$ cat config.mk
export PLATFORM = sky130hd
export DESIGN_NAME = amino_acid_kmer_encoder
export DESIGN_NICKNAME = d
export VERILOG_FILES = /design/src/sv/aake_pkg.sv /design/src/sv/amino_acid_kmer_encoder.sv /design/src/sv/aake_window.sv
export SDC_FILE = /design/constraint.sdc
export NUM_CORES = 1
export LEC_CHECK = 0
export BUFFER_PORTS_ARGS = -buffer_cell sky130_fd_sc_hd__buf_4
export CELL_PAD_IN_SITES_DETAIL_PLACEMENT = 1
export CELL_PAD_IN_SITES_GLOBAL_PLACEMENT = 2
export CORE_AREA = 2 2 160 201
export DETAILED_ROUTE_END_ITERATION = 16
export DIE_AREA = 0 0 162 203
export PLACE_DENSITY = 0.83
export SYNTH_ARGS = -nofsm -noshare
export SYNTH_HDL_FRONTEND = slang
export SYNTH_HIERARCHICAL = 1
export SYNTH_SLANG_ARGS = --single-unit
$ cat constraint.sdc
create_clock -name clk -period 5.81 [get_ports clk]
set_clock_uncertainty 0.2 [all_clocks]
set_input_delay 0.581 -clock clk [delete_from_list [all_inputs] [get_ports clk]]
set_output_delay 0.581 -clock clk [all_outputs]
set_load 0.005 [all_outputs]
$ cat src/sv/aake_pkg.sv
// ----------------------------------------------------------------------------
// aake_pkg
// Widths, constants and the residue lookup of the k-mer encoder.
// ----------------------------------------------------------------------------
`default_nettype none

package aake_pkg;

	localparam int CODE_BITS     = 5;
	localparam int MAX_K_DEF     = 25;
	localparam int K_BITS        = 5;
	localparam int KEY_BITS      = 125;
	localparam int KEY_LOW_BITS  = 64;
	localparam int KEY_HIGH_BITS = 61;
	localparam int CHAR_BITS     = 8;
	localparam int PID_BITS      = 8;

	localparam logic [K_BITS-1:0]    K_RESET   = 5'd5;
	localparam logic [CHAR_BITS-1:0] DASH_CHAR = 8'h2D;

	// one accepted word as seen by the window unit
	typedef struct packed {
		logic                 advance;
		logic                 row_start;
		logic                 dash;
		logic                 hit;
		logic [CODE_BITS-1:0] code;
	} step_t;

	// fold case, then map to {hit, code}; hit low for anything outside the alphabet
	function automatic logic [CODE_BITS:0] code_of(input logic [CHAR_BITS-1:0] ch);
		logic [CHAR_BITS-1:0] up;
		logic [CODE_BITS:0]   res;
		up = (ch >= 8'h61 && ch <= 8'h7A) ? ch - 8'h20 : ch;
		case (up)
			8'h41: res = {1'b1, 5'd0};  // A
			8'h52: res = {1'b1, 5'd1};  // R
			8'h4E: res = {1'b1, 5'd2};  // N
			8'h44: res = {1'b1, 5'd3};  // D
			8'h43: res = {1'b1, 5'd4};  // C
			8'h51: res = {1'b1, 5'd5};  // Q
			8'h45: res = {1'b1, 5'd6};  // E
			8'h47: res = {1'b1, 5'd7};  // G
			8'h48: res = {1'b1, 5'd8};  // H
			8'h49: res = {1'b1, 5'd9};  // I
			8'h4C: res = {1'b1, 5'd10}; // L
			8'h4B: res = {1'b1, 5'd11}; // K
			8'h4D: res = {1'b1, 5'd12}; // M
			8'h46: res = {1'b1, 5'd13}; // F
			8'h50: res = {1'b1, 5'd14}; // P
			8'h53: res = {1'b1, 5'd15}; // S
			8'h54: res = {1'b1, 5'd16}; // T
			8'h57: res = {1'b1, 5'd17}; // W
			8'h59: res = {1'b1, 5'd18}; // Y
			8'h56: res = {1'b1, 5'd19}; // V
			8'h42: res = {1'b1, 5'd20}; // B
			8'h5A: res = {1'b1, 5'd21}; // Z
			8'h55: res = {1'b1, 5'd22}; // U
			8'h58: res = {1'b1, 5'd23}; // X
			8'h4F: res = {1'b1, 5'd24}; // O
			default: res = '0;
		endcase
		return res;
	endfunction

endpackage

`default_nettype wire

$ cat src/sv/amino_acid_kmer_encoder.sv
// ----------------------------------------------------------------------------
// amino_acid_kmer_encoder: one character per cycle unless the output stalls, rolling k-mer keys of 5-bit codes
// From input word to key word: input register, then result register.
// Throughput one word per cycle while the result register is free or drained; the window updates once per word.
// Reset clears the window, the run count, both valid flags and sets k to 5.
// ----------------------------------------------------------------------------
`default_nettype none

module amino_acid_kmer_encoder #(
	parameter int MAX_K = aake_pkg::MAX_K_DEF
) (
	input  wire logic                                clk,
	input  wire logic                                arst_n,
	input  wire logic                                cfg_valid,
	output logic                                     cfg_ready,
	input  wire logic [aake_pkg::K_BITS-1:0]         kmer_length,
	input  wire logic                                in_valid,
	output logic                                     in_ready,
	input  wire logic [aake_pkg::CHAR_BITS-1:0]      amino_char,
	input  wire logic [aake_pkg::PID_BITS-1:0]       proteome_id,
	input  wire logic                                row_start,
	output logic                                     out_valid,
	input  wire logic                                out_ready,
	output logic [aake_pkg::KEY_LOW_BITS-1:0]        key_low,
	output logic [aake_pkg::KEY_HIGH_BITS-1:0]       key_high,
	output logic [aake_pkg::PID_BITS-1:0]            key_proteome
);

	logic [aake_pkg::K_BITS-1:0]        kmer_length_q, k_eff;
	logic                               valid_s1;
	logic [aake_pkg::CHAR_BITS-1:0]     char_s1;
	logic [aake_pkg::PID_BITS-1:0]      pid_s1;
	logic                               row_start_s1;
	logic [aake_pkg::CODE_BITS:0]       lookup;
	logic                               advance, emit, out_valid_q;
	logic [aake_pkg::KEY_LOW_BITS-1:0]  win_key_low, key_low_q;
	logic [aake_pkg::KEY_HIGH_BITS-1:0] win_key_high, key_high_q;
	logic [aake_pkg::PID_BITS-1:0]      key_proteome_q;
	aake_pkg::step_t                    step;

	assign cfg_ready = 1'b1;

	always_ff @(posedge clk or negedge arst_n) begin
		if (!arst_n) begin
			kmer_length_q <= aake_pkg::K_RESET;
		end else if (cfg_valid) begin
			kmer_length_q <= kmer_length;
		end
	end

	// zero acts as one, clamp to MAX_K
	always_comb begin
		if (kmer_length_q == '0)
			k_eff = aake_pkg::K_BITS'(1);
		else if (kmer_length_q > aake_pkg::K_BITS'(MAX_K))
			k_eff = aake_pkg::K_BITS'(MAX_K);
		else
			k_eff = kmer_length_q;
	end

	// stage 1 moves on whenever the result register is free or being drained
	assign advance  = valid_s1 && (!out_valid_q || out_ready);
	assign in_ready = !valid_s1 || advance;

	always_ff @(posedge clk or negedge arst_n) begin
		if (!arst_n) begin
			valid_s1 <= 1'b0;
		end else if (in_ready) begin
			valid_s1 <= in_valid;
		end
	end

	always_ff @(posedge clk) begin
		if (in_valid && in_ready) begin
			char_s1      <= amino_char;
			pid_s1       <= proteome_id;
			row_start_s1 <= row_start;
		end
	end

	assign lookup = aake_pkg::code_of(char_s1);

	always_comb begin
		step.advance   = advance;
		step.row_start = row_start_s1;
		step.dash      = char_s1 == aake_pkg::DASH_CHAR;
		step.hit       = lookup[aake_pkg::CODE_BITS];
		step.code      = lookup[aake_pkg::CODE_BITS-1:0];
	end

	aake_window #(
		.MAX_K (MAX_K)
	) u_window (
		.clk      (clk),
		.arst_n   (arst_n),
		.step     (step),
		.k_eff    (k_eff),
		.emit     (emit),
		.key_low  (win_key_low),
		.key_high (win_key_high)
	);

	always_ff @(posedge clk or negedge arst_n) begin
		if (!arst_n) begin
			out_valid_q <= 1'b0;
		end else if (advance) begin
			out_valid_q <= emit;
		end else if (out_ready) begin
			out_valid_q <= 1'b0;
		end
	end

	always_ff @(posedge clk) begin
		if (advance && emit) begin
			key_low_q      <= win_key_low;
			key_high_q     <= win_key_high;
			key_proteome_q <= pid_s1;
		end
	end

	assign out_valid    = out_valid_q;
	assign key_low      = key_low_q;
	assign key_high     = key_high_q;
	assign key_proteome = key_proteome_q;

endmodule

`default_nettype wire

$ cat src/sv/aake_window.sv
// ----------------------------------------------------------------------------
// aake_window
// Rolling window of residue codes, run counter and masked key generation.
// ----------------------------------------------------------------------------
`default_nettype none

module aake_window #(
	parameter int MAX_K = aake_pkg::MAX_K_DEF
) (
	input  wire logic                                clk,
	input  wire logic                                arst_n,
	input  wire aake_pkg::step_t                     step,
	input  wire logic [aake_pkg::K_BITS-1:0]         k_eff,
	output logic                                     emit,
	output logic [aake_pkg::KEY_LOW_BITS-1:0]        key_low,
	output logic [aake_pkg::KEY_HIGH_BITS-1:0]       key_high
);

	localparam int W        = MAX_K * aake_pkg::CODE_BITS;
	localparam int RUN_BITS = $clog2(MAX_K + 1);

	logic [W-1:0]                         win_q, win_d, base_win, win_shift, mask, key_w;
	logic [W+aake_pkg::CODE_BITS-1:0]     shift_ext;
	logic [RUN_BITS-1:0]                  run_q, run_d, base_run, run_inc;
	logic [aake_pkg::KEY_BITS-1:0]        key_full;

	always_comb begin
		base_win  = step.row_start ? '0 : win_q;
		base_run  = step.row_start ? '0 : run_q;
		shift_ext = {base_win, step.code};
		win_shift = shift_ext[W-1:0];
		// saturate at MAX_K
		run_inc   = (base_run < RUN_BITS'(MAX_K)) ? RUN_BITS'(base_run + 1'b1) : base_run;
		if (step.dash) begin
			win_d = base_win;
			run_d = base_run;
			emit  = 1'b0;
		end else if (!step.hit) begin
			win_d = '0;
			run_d = '0;
			emit  = 1'b0;
		end else begin
			win_d = win_shift;
			run_d = run_inc;
			emit  = aake_pkg::K_BITS'(run_inc) >= k_eff;
		end
	end

	// keep the newest k_eff residues
	always_comb begin
		for (int g = 0; g < MAX_K; g++) begin
			mask[g*aake_pkg::CODE_BITS +: aake_pkg::CODE_BITS] =
				{aake_pkg::CODE_BITS{aake_pkg::K_BITS'(g) < k_eff}};
		end
		key_w    = win_shift & mask;
		key_full = aake_pkg::KEY_BITS'(key_w);
	end

	assign key_low  = key_full[aake_pkg::KEY_LOW_BITS-1:0];
	assign key_high = key_full[aake_pkg::KEY_BITS-1:aake_pkg::KEY_LOW_BITS];

	always_ff @(posedge clk or negedge arst_n) begin
		if (!arst_n) begin
			win_q <= '0;
			run_q <= '0;
		end else if (step.advance) begin
			win_q <= win_d;
			run_q <= run_d;
		end
	end

endmodule

`default_nettype wire

# ---- After elaboration in Yosys (flattened, before gate mapping)
# Cells that the tools add are included.
dict set report totals {
  regBits 282
  latch_bits 0
  ram_bits 0
  rom_bits 0
  output_inout_bits 136
  elab_cells 95
  n_memories 0
}
dict set report classes {
  add_sub_neg 2
  mul 0
  div 0
  n_lt_le_gt_ge 30
  n_eq_ne 26
  n_shift 0
  mux 15
  n_bitwise 1
  n_reduce_logical 10
}
# cell count
set ops {}
lappend ops {{120-bit two-way mux} 3}
lappend ops {{8-bit by 7-bit equality test with 1-bit output (second input constant)} 25}
lappend ops {{6-bit case mux with 25 select lines} 1}
lappend ops {{125-bit bitwise AND} 1}
lappend ops {{5-bit less-than comparator (first input constant)} 9}
lappend ops {{4-bit by 5-bit less-than comparator with 1-bit output (first input constant)} 8}
lappend ops {{5-bit two-way mux} 6}
lappend ops {{3-bit by 5-bit less-than comparator with 1-bit output (first input constant)} 4}
lappend ops {{1-bit by 5-bit less-than comparator with 1-bit output (first input constant)} 2}
lappend ops {{2-bit by 5-bit less-than comparator with 1-bit output (first input constant)} 2}
lappend ops {{8-bit by 6-bit equality test with 1-bit output (second input constant)} 1}
lappend ops {{8-bit by 7-bit greater-or-equal comparator with 1-bit output (second input constant)} 1}
lappend ops {{8-bit by 7-bit <= comparator with 1-bit output (second input constant)} 1}
lappend ops {{8-bit two-way mux} 1}
lappend ops {{8-bit by 6-bit subtractor with 8-bit output (second input constant)} 1}
lappend ops {{5-bit by 1-bit adder with 5-bit output (second input constant)} 1}
lappend ops {{5-bit greater-or-equal comparator} 1}
lappend ops {{5-bit greater-than comparator (second input constant)} 1}
lappend ops {{5-bit zero test} 1}
lappend ops {{5-bit less-than comparator (second input constant)} 1}
lappend ops {{1-bit logical AND} 4}
lappend ops {{1-bit two-way mux} 4}
lappend ops {{1-bit zero test} 2}
lappend ops {{1-bit logical OR} 2}
lappend ops {{2-bit nonzero test} 1}

# ---- Longest topological paths before layout
dict set report depth {
  word_depth 8
  mapped_depth 13
  mapped_depth_nobuf 11
}

# ---- Hierarchy
# Netlist, hierarchy kept.
# module instances cells_per_inst area_each_um2
set by_module_without_submodules {}
lappend by_module_without_submodules {aake_window 1 753 6717.7}
lappend by_module_without_submodules {amino_acid_kmer_encoder 1 237 5200.0}

# ---- Worst setup path after synthesis
# No wires, ideal clock.
dict set report synth_timing {
  path_type {register -> register}
  startpoint {register row_start_s1}
  endpoint {register key_high_q (netlist bit key_high[0]), enable pin}
  arrival_time_ps 4438
  required_ps 5124
  slack_ps 686
  path_stages_with_launch 13
  path_buffers 2
  synth_period_minus_slack_ps 5124
  cell_sequence {edfxtp_1 buf_2 clkbuf_1 nor2b_1 ha_1 inv_1 o21ai_0 ha_1 a211o_1 o211ai_1 a21oi_1 nand2_1 inv_1}
}
dict set report synth_via {
  elab_chain_cells 7
  elab_cells_between_ends 8
  cone_classes {add/sub (1); order compare (2); mux (4); reduce/logical (1)}
}
# element line_no
set synth_rtl {}
lappend synth_rtl {{start, declared} amino_acid_kmer_encoder.sv:33} ;# logic row_start_s1;
lappend synth_rtl {{start signal, assigned} amino_acid_kmer_encoder.sv:77} ;# row_start_s1 <= row_start;
lappend synth_rtl {{5-bit two-way mux (*)} aake_window.sv:29} ;# base_run = step.row_start ? '0 : run_q;
lappend synth_rtl {{5-bit by 1-bit adder with 5-bit output / 5-bit less-than comparator (equally long branches)} aake_window.sv:33} ;# run_inc = (base_run < RUN_BITS'(MAX_K)) ? RUN_BITS'(base_run + 1'b1) : base_run;
lappend synth_rtl {{5-bit two-way mux (*)} aake_window.sv:33}
lappend synth_rtl {{5-bit greater-or-equal comparator (*)} aake_window.sv:45} ;# emit = aake_pkg::K_BITS'(run_inc) >= k_eff;
lappend synth_rtl {{1-bit two-way mux (*)} aake_window.sv:38} ;# end else if (!step.hit) begin
lappend synth_rtl {{1-bit two-way mux (*)} aake_window.sv:34} ;# if (step.dash) begin
lappend synth_rtl {{named net emit} amino_acid_kmer_encoder.sv:35} ;# logic advance, emit, out_valid_q;
lappend synth_rtl {{1-bit logical AND (*)} amino_acid_kmer_encoder.sv:114} ;# if (advance && emit) begin
lappend synth_rtl {{end signal, assigned} amino_acid_kmer_encoder.sv:116} ;# key_high_q <= win_key_high;
lappend synth_rtl {{end, declared} amino_acid_kmer_encoder.sv:37} ;# logic [aake_pkg::KEY_HIGH_BITS-1:0] win_key_high, key_high_q;
# The timed path passes the listed nets; every way through them passes the cells marked *.
# A chain may end at the register's enable or synchronous reset.

# ---- Worst setup path in the final report
dict set report layout_timing {
  startpoint {register kmer_length_q[3] in the netlist's numbering}
  endpoint {register key_high_q (netlist bit key_high[26]), enable pin}
}
dict set report layout_via {
  elab_chain_cells 7
  elab_cells_between_ends 8
  cone_classes {order compare (2); mux (4); reduce/logical (2)}
}
# element line_no
set layout_rtl {}
lappend layout_rtl {{start, declared} amino_acid_kmer_encoder.sv:29} ;# logic [aake_pkg::K_BITS-1:0] kmer_length_q, k_eff;
lappend layout_rtl {{start signal, assigned} amino_acid_kmer_encoder.sv:45} ;# kmer_length_q <= aake_pkg::K_RESET;
lappend layout_rtl {{start signal, assigned} amino_acid_kmer_encoder.sv:47} ;# kmer_length_q <= kmer_length;
lappend layout_rtl {{5-bit greater-than comparator} amino_acid_kmer_encoder.sv:55} ;# else if (kmer_length_q > aake_pkg::K_BITS'(MAX_K))
lappend layout_rtl {{5-bit two-way mux} amino_acid_kmer_encoder.sv:55}
lappend layout_rtl {{5-bit two-way mux (*)} amino_acid_kmer_encoder.sv:53} ;# if (kmer_length_q == '0)
lappend layout_rtl {{named net k_eff, one bit} amino_acid_kmer_encoder.sv:29}
lappend layout_rtl {{5-bit greater-or-equal comparator (*)} aake_window.sv:45}
lappend layout_rtl {{1-bit two-way mux (*)} aake_window.sv:38}
lappend layout_rtl {{1-bit two-way mux (*)} aake_window.sv:34}
lappend layout_rtl {{named net emit} amino_acid_kmer_encoder.sv:35}
lappend layout_rtl {{1-bit logical AND (*)} amino_acid_kmer_encoder.sv:114}
# Marks and branches as above.

==> flow_summary.yaml <==
run_status:
  outcome: "completed"
synth:
  yosys_warnings: 6
  synth_cells: 990
  syn-num-nets: 1024
  synthFlopType: "edfxtp_1"
  async_reset_ff_share_pct: 46.8
  synth_area_mm2: 0.0119
  syn_avg_cell_area_um2: 12.0
  synth_largest_area_cell: "edfxtp_1"
  netlist.area_leader.share_pct: 37.8
  ys_seq_area_share_pct: 65.5
  synth_seq_cells: 282
  synth_enable_flop_cells: 150
  synth_area_leaders: "edfxtp_1, dfrtp_1, a22oi_1"
  netlist-cell-type-count: 51
grt:
  grt_pass1_wl_mm: 47.4
  grt_usage_pct: 18.0
  grt_max_degree: 163
  grt_overflow: 0
  grt_pass1_vias: 8575
  antenna_found_initial: 0
route:
  wl_mm: 30.1
  drc_errors: 0
  antenna_left: 0
  wire_per_inst_um: 19.5
  vias: 8247
  viasPerCell: 5.34
  drt_iter0_drc: 417
  dr.pass1.iters: 4
clock_tree:
  cts_setup_buffers: 0
  clock_latency_ns: 0.52
  cts_buffers: 27
  clockBufferDepth: 3
  cts_tree: "built"
  cts_root_buf: "clkbuf_16"
  htree_levels: 1
  cts.sinks: 282
  path_clk_slew_ns: 0.06
cells_and_area:
  postLayoutCellArea_mm2: 0.0143
  layout_common_cells: "buf_4, edfxtp_1, dfrtp_1"
  fin_nets: 1150
  final_common_cell: "buf_4"
  fin_util_pct: 46.3
  area_delta_synth_final_pct: 19.6
  antenna_cells: 0
  drive_gt1_share_pct: 20.1
hold_path:
  min_to: "pid_s1[4]"
  min_path_cells: 1
  hold_path.startpoint: "proteome_id[4]"
  hp-class: "input pin to flip-flop"
sta:
  fin_ws_ns: 1.98
  tns_ns: 0
  timing.final.hold_violations: 0
  period_needed_ns: 3.83
  fin_crit_sh_pct: 65.9
  slew_viol_final: 0
  worstMarginPinSlew_ns: 0.946
  setup_violations: 0
  max_freq_ghz: 0.261
  slew_headroom_pct: 36.9
  rsz0062_at_grt: "false"
setup_path:
  end_kind: "flip-flop"
  path_class: "flip-flop to flip-flop"
  reg2regPathDepth: 10
  r2r_start: "kmer_length_q[3]"
  crit_required_ns: 5.80
  r2r-end: "key_high[26]"
  start_kind: "flip-flop"
  path_max_fanout: 70
  crit_arrival_ns: 3.81
  r2r_slack_ns: 1.98
die:
  core_area_mm2: 0.0308
  die_h_um: 203
  ios: 163
  die-area_mm2: 0.0329
  rows: 72
  fp.dieW_um: 162
  initial_utilization_pct: 38.7
pwr:
  power_leakage_nw: 5.33
  p_per_area_mw_per_mm2: 286
  peakVddDrop_uv: 156
placement:
  post_dp_cell_area_mm2: 0.0134
  gp_congestion: 0.803
  place_ws_ns: 1.93
  port_buffers: 161
  dpl.hpwl_mm: 19.1
run:
  maxCapViolations: 0
-- area by class of cell --
| class | instances | area (um2) |
|---|---|---|
| multi-input cells | 506 | 3270 |
| flip-flops and latches | 282 | 7810 |
| inverters | 127 | 479 |
| well taps | 407 | 509 |
| repair buffers | 172 | 1320 |
| clock buffers | 35 | 716 |
| fillers | 3298 | 16600 |
| clock inverters | 14 | 148 |
-- flip-flops by register name, indices dropped and copies added, names as in the netlist --
| name | flops |
|---|---|
| u_window/win_q | 120 |
| key_low | 64 |
| key_high | 61 |
| char_s1 | 8 |
| key_proteome | 8 |
| pid_s1 | 8 |
| kmer_length_q | 5 |
| u_window/run_q | 5 |
| out_valid | 1 |
| row_start_s1 | 1 |
| valid_s1 | 1 |
-- critical path, stage by stage (launching register included) --
cell and delay (ns):
dfrtp_1 0.70, nor4_1 0.11, or3_1 0.45, ha_1 0.32, nand2b_1 0.09, a211o_1 0.12, o211ai_1 0.11, a21oi_1 0.14
nand2_1 0.11, inv_4 0.69, buf_12 0.37
-- layer usage --
metal	wire (um)	track usage, %	vias to the layer above
li1	-	-	3891
met3	1100	2.31	58
met1	12500	22.9	4123
met4	1010	6.51	0
met5	0	0	-
met2	15500	31.5	175
-- Yosys cell counts, types with 7 or more instances --
library cell and number:
a21oi_1 19, a22o_1 9, a22oi_1 115, a31oi_1 8, and2_1 59, buf_2 15
buf_6 8, clkbuf_1 48, dfrtp_1 130, edfxtp_1 150, ha_1 7, inv_1 125
nand2_1 17, nor2_1 17, nor3_1 69, o21ai_0 10, o22ai_1 116
-- report_power, final --
part	internal [W]	switching [W]
Clock	0.00100	0.000723
Combinational	0.0000610	0.000157
Sequential	0.00212	0.0000239
-- cell families after synthesis --
logic type	count (synthesis)	synth area share (%)
xor gates and xnor gates	3	0.221
muxes	6	0.567
AOI/OAI and AO/OA	296	16.9
buffers and inverters	202	7.12
adders and majority gates	7	0.735
and+or+nand+nor	193	8.86
other	1	0.0315
DFF	282	65.5
-- timing repair --
action,CTS,global route
hold buffers,1,0
hold endpoints to repair,76,0
endpoints found under the setup margin,0,0
resized for setup,0,0
-- stage by stage --
stage	instances	hold slack [ns]	power, W
2_1_floorplan	990	0.0854	0.00231
3_3_place_gp	1493	0.201	0.00240
3_5_place_dp	1493	0.206	0.00240
4_1_cts	1543	0.00906	0.00414
5_1_grt	1543	0.00883	0.00423
6_report	1543	0.0315	0.00408
-- worst max-delay path by stage --
stage                     start           end  slack (ns)  depth (start not counted)
4_1_cts        kmer_length_q[3]  key_high[47]        1.89                         10
2_1_floorplan      row_start_s1   key_high[0]        0.69                         12
3_3_place_gp   kmer_length_q[3]  key_high[21]        2.02                         10
5_1_grt        kmer_length_q[3]  key_high[40]        1.67                         10
3_5_place_dp   kmer_length_q[3]  key_high[21]        1.93                         10
6_report       kmer_length_q[3]  key_high[26]        1.98                         10
No activity file was read; power rests on OpenSTA's default activity.
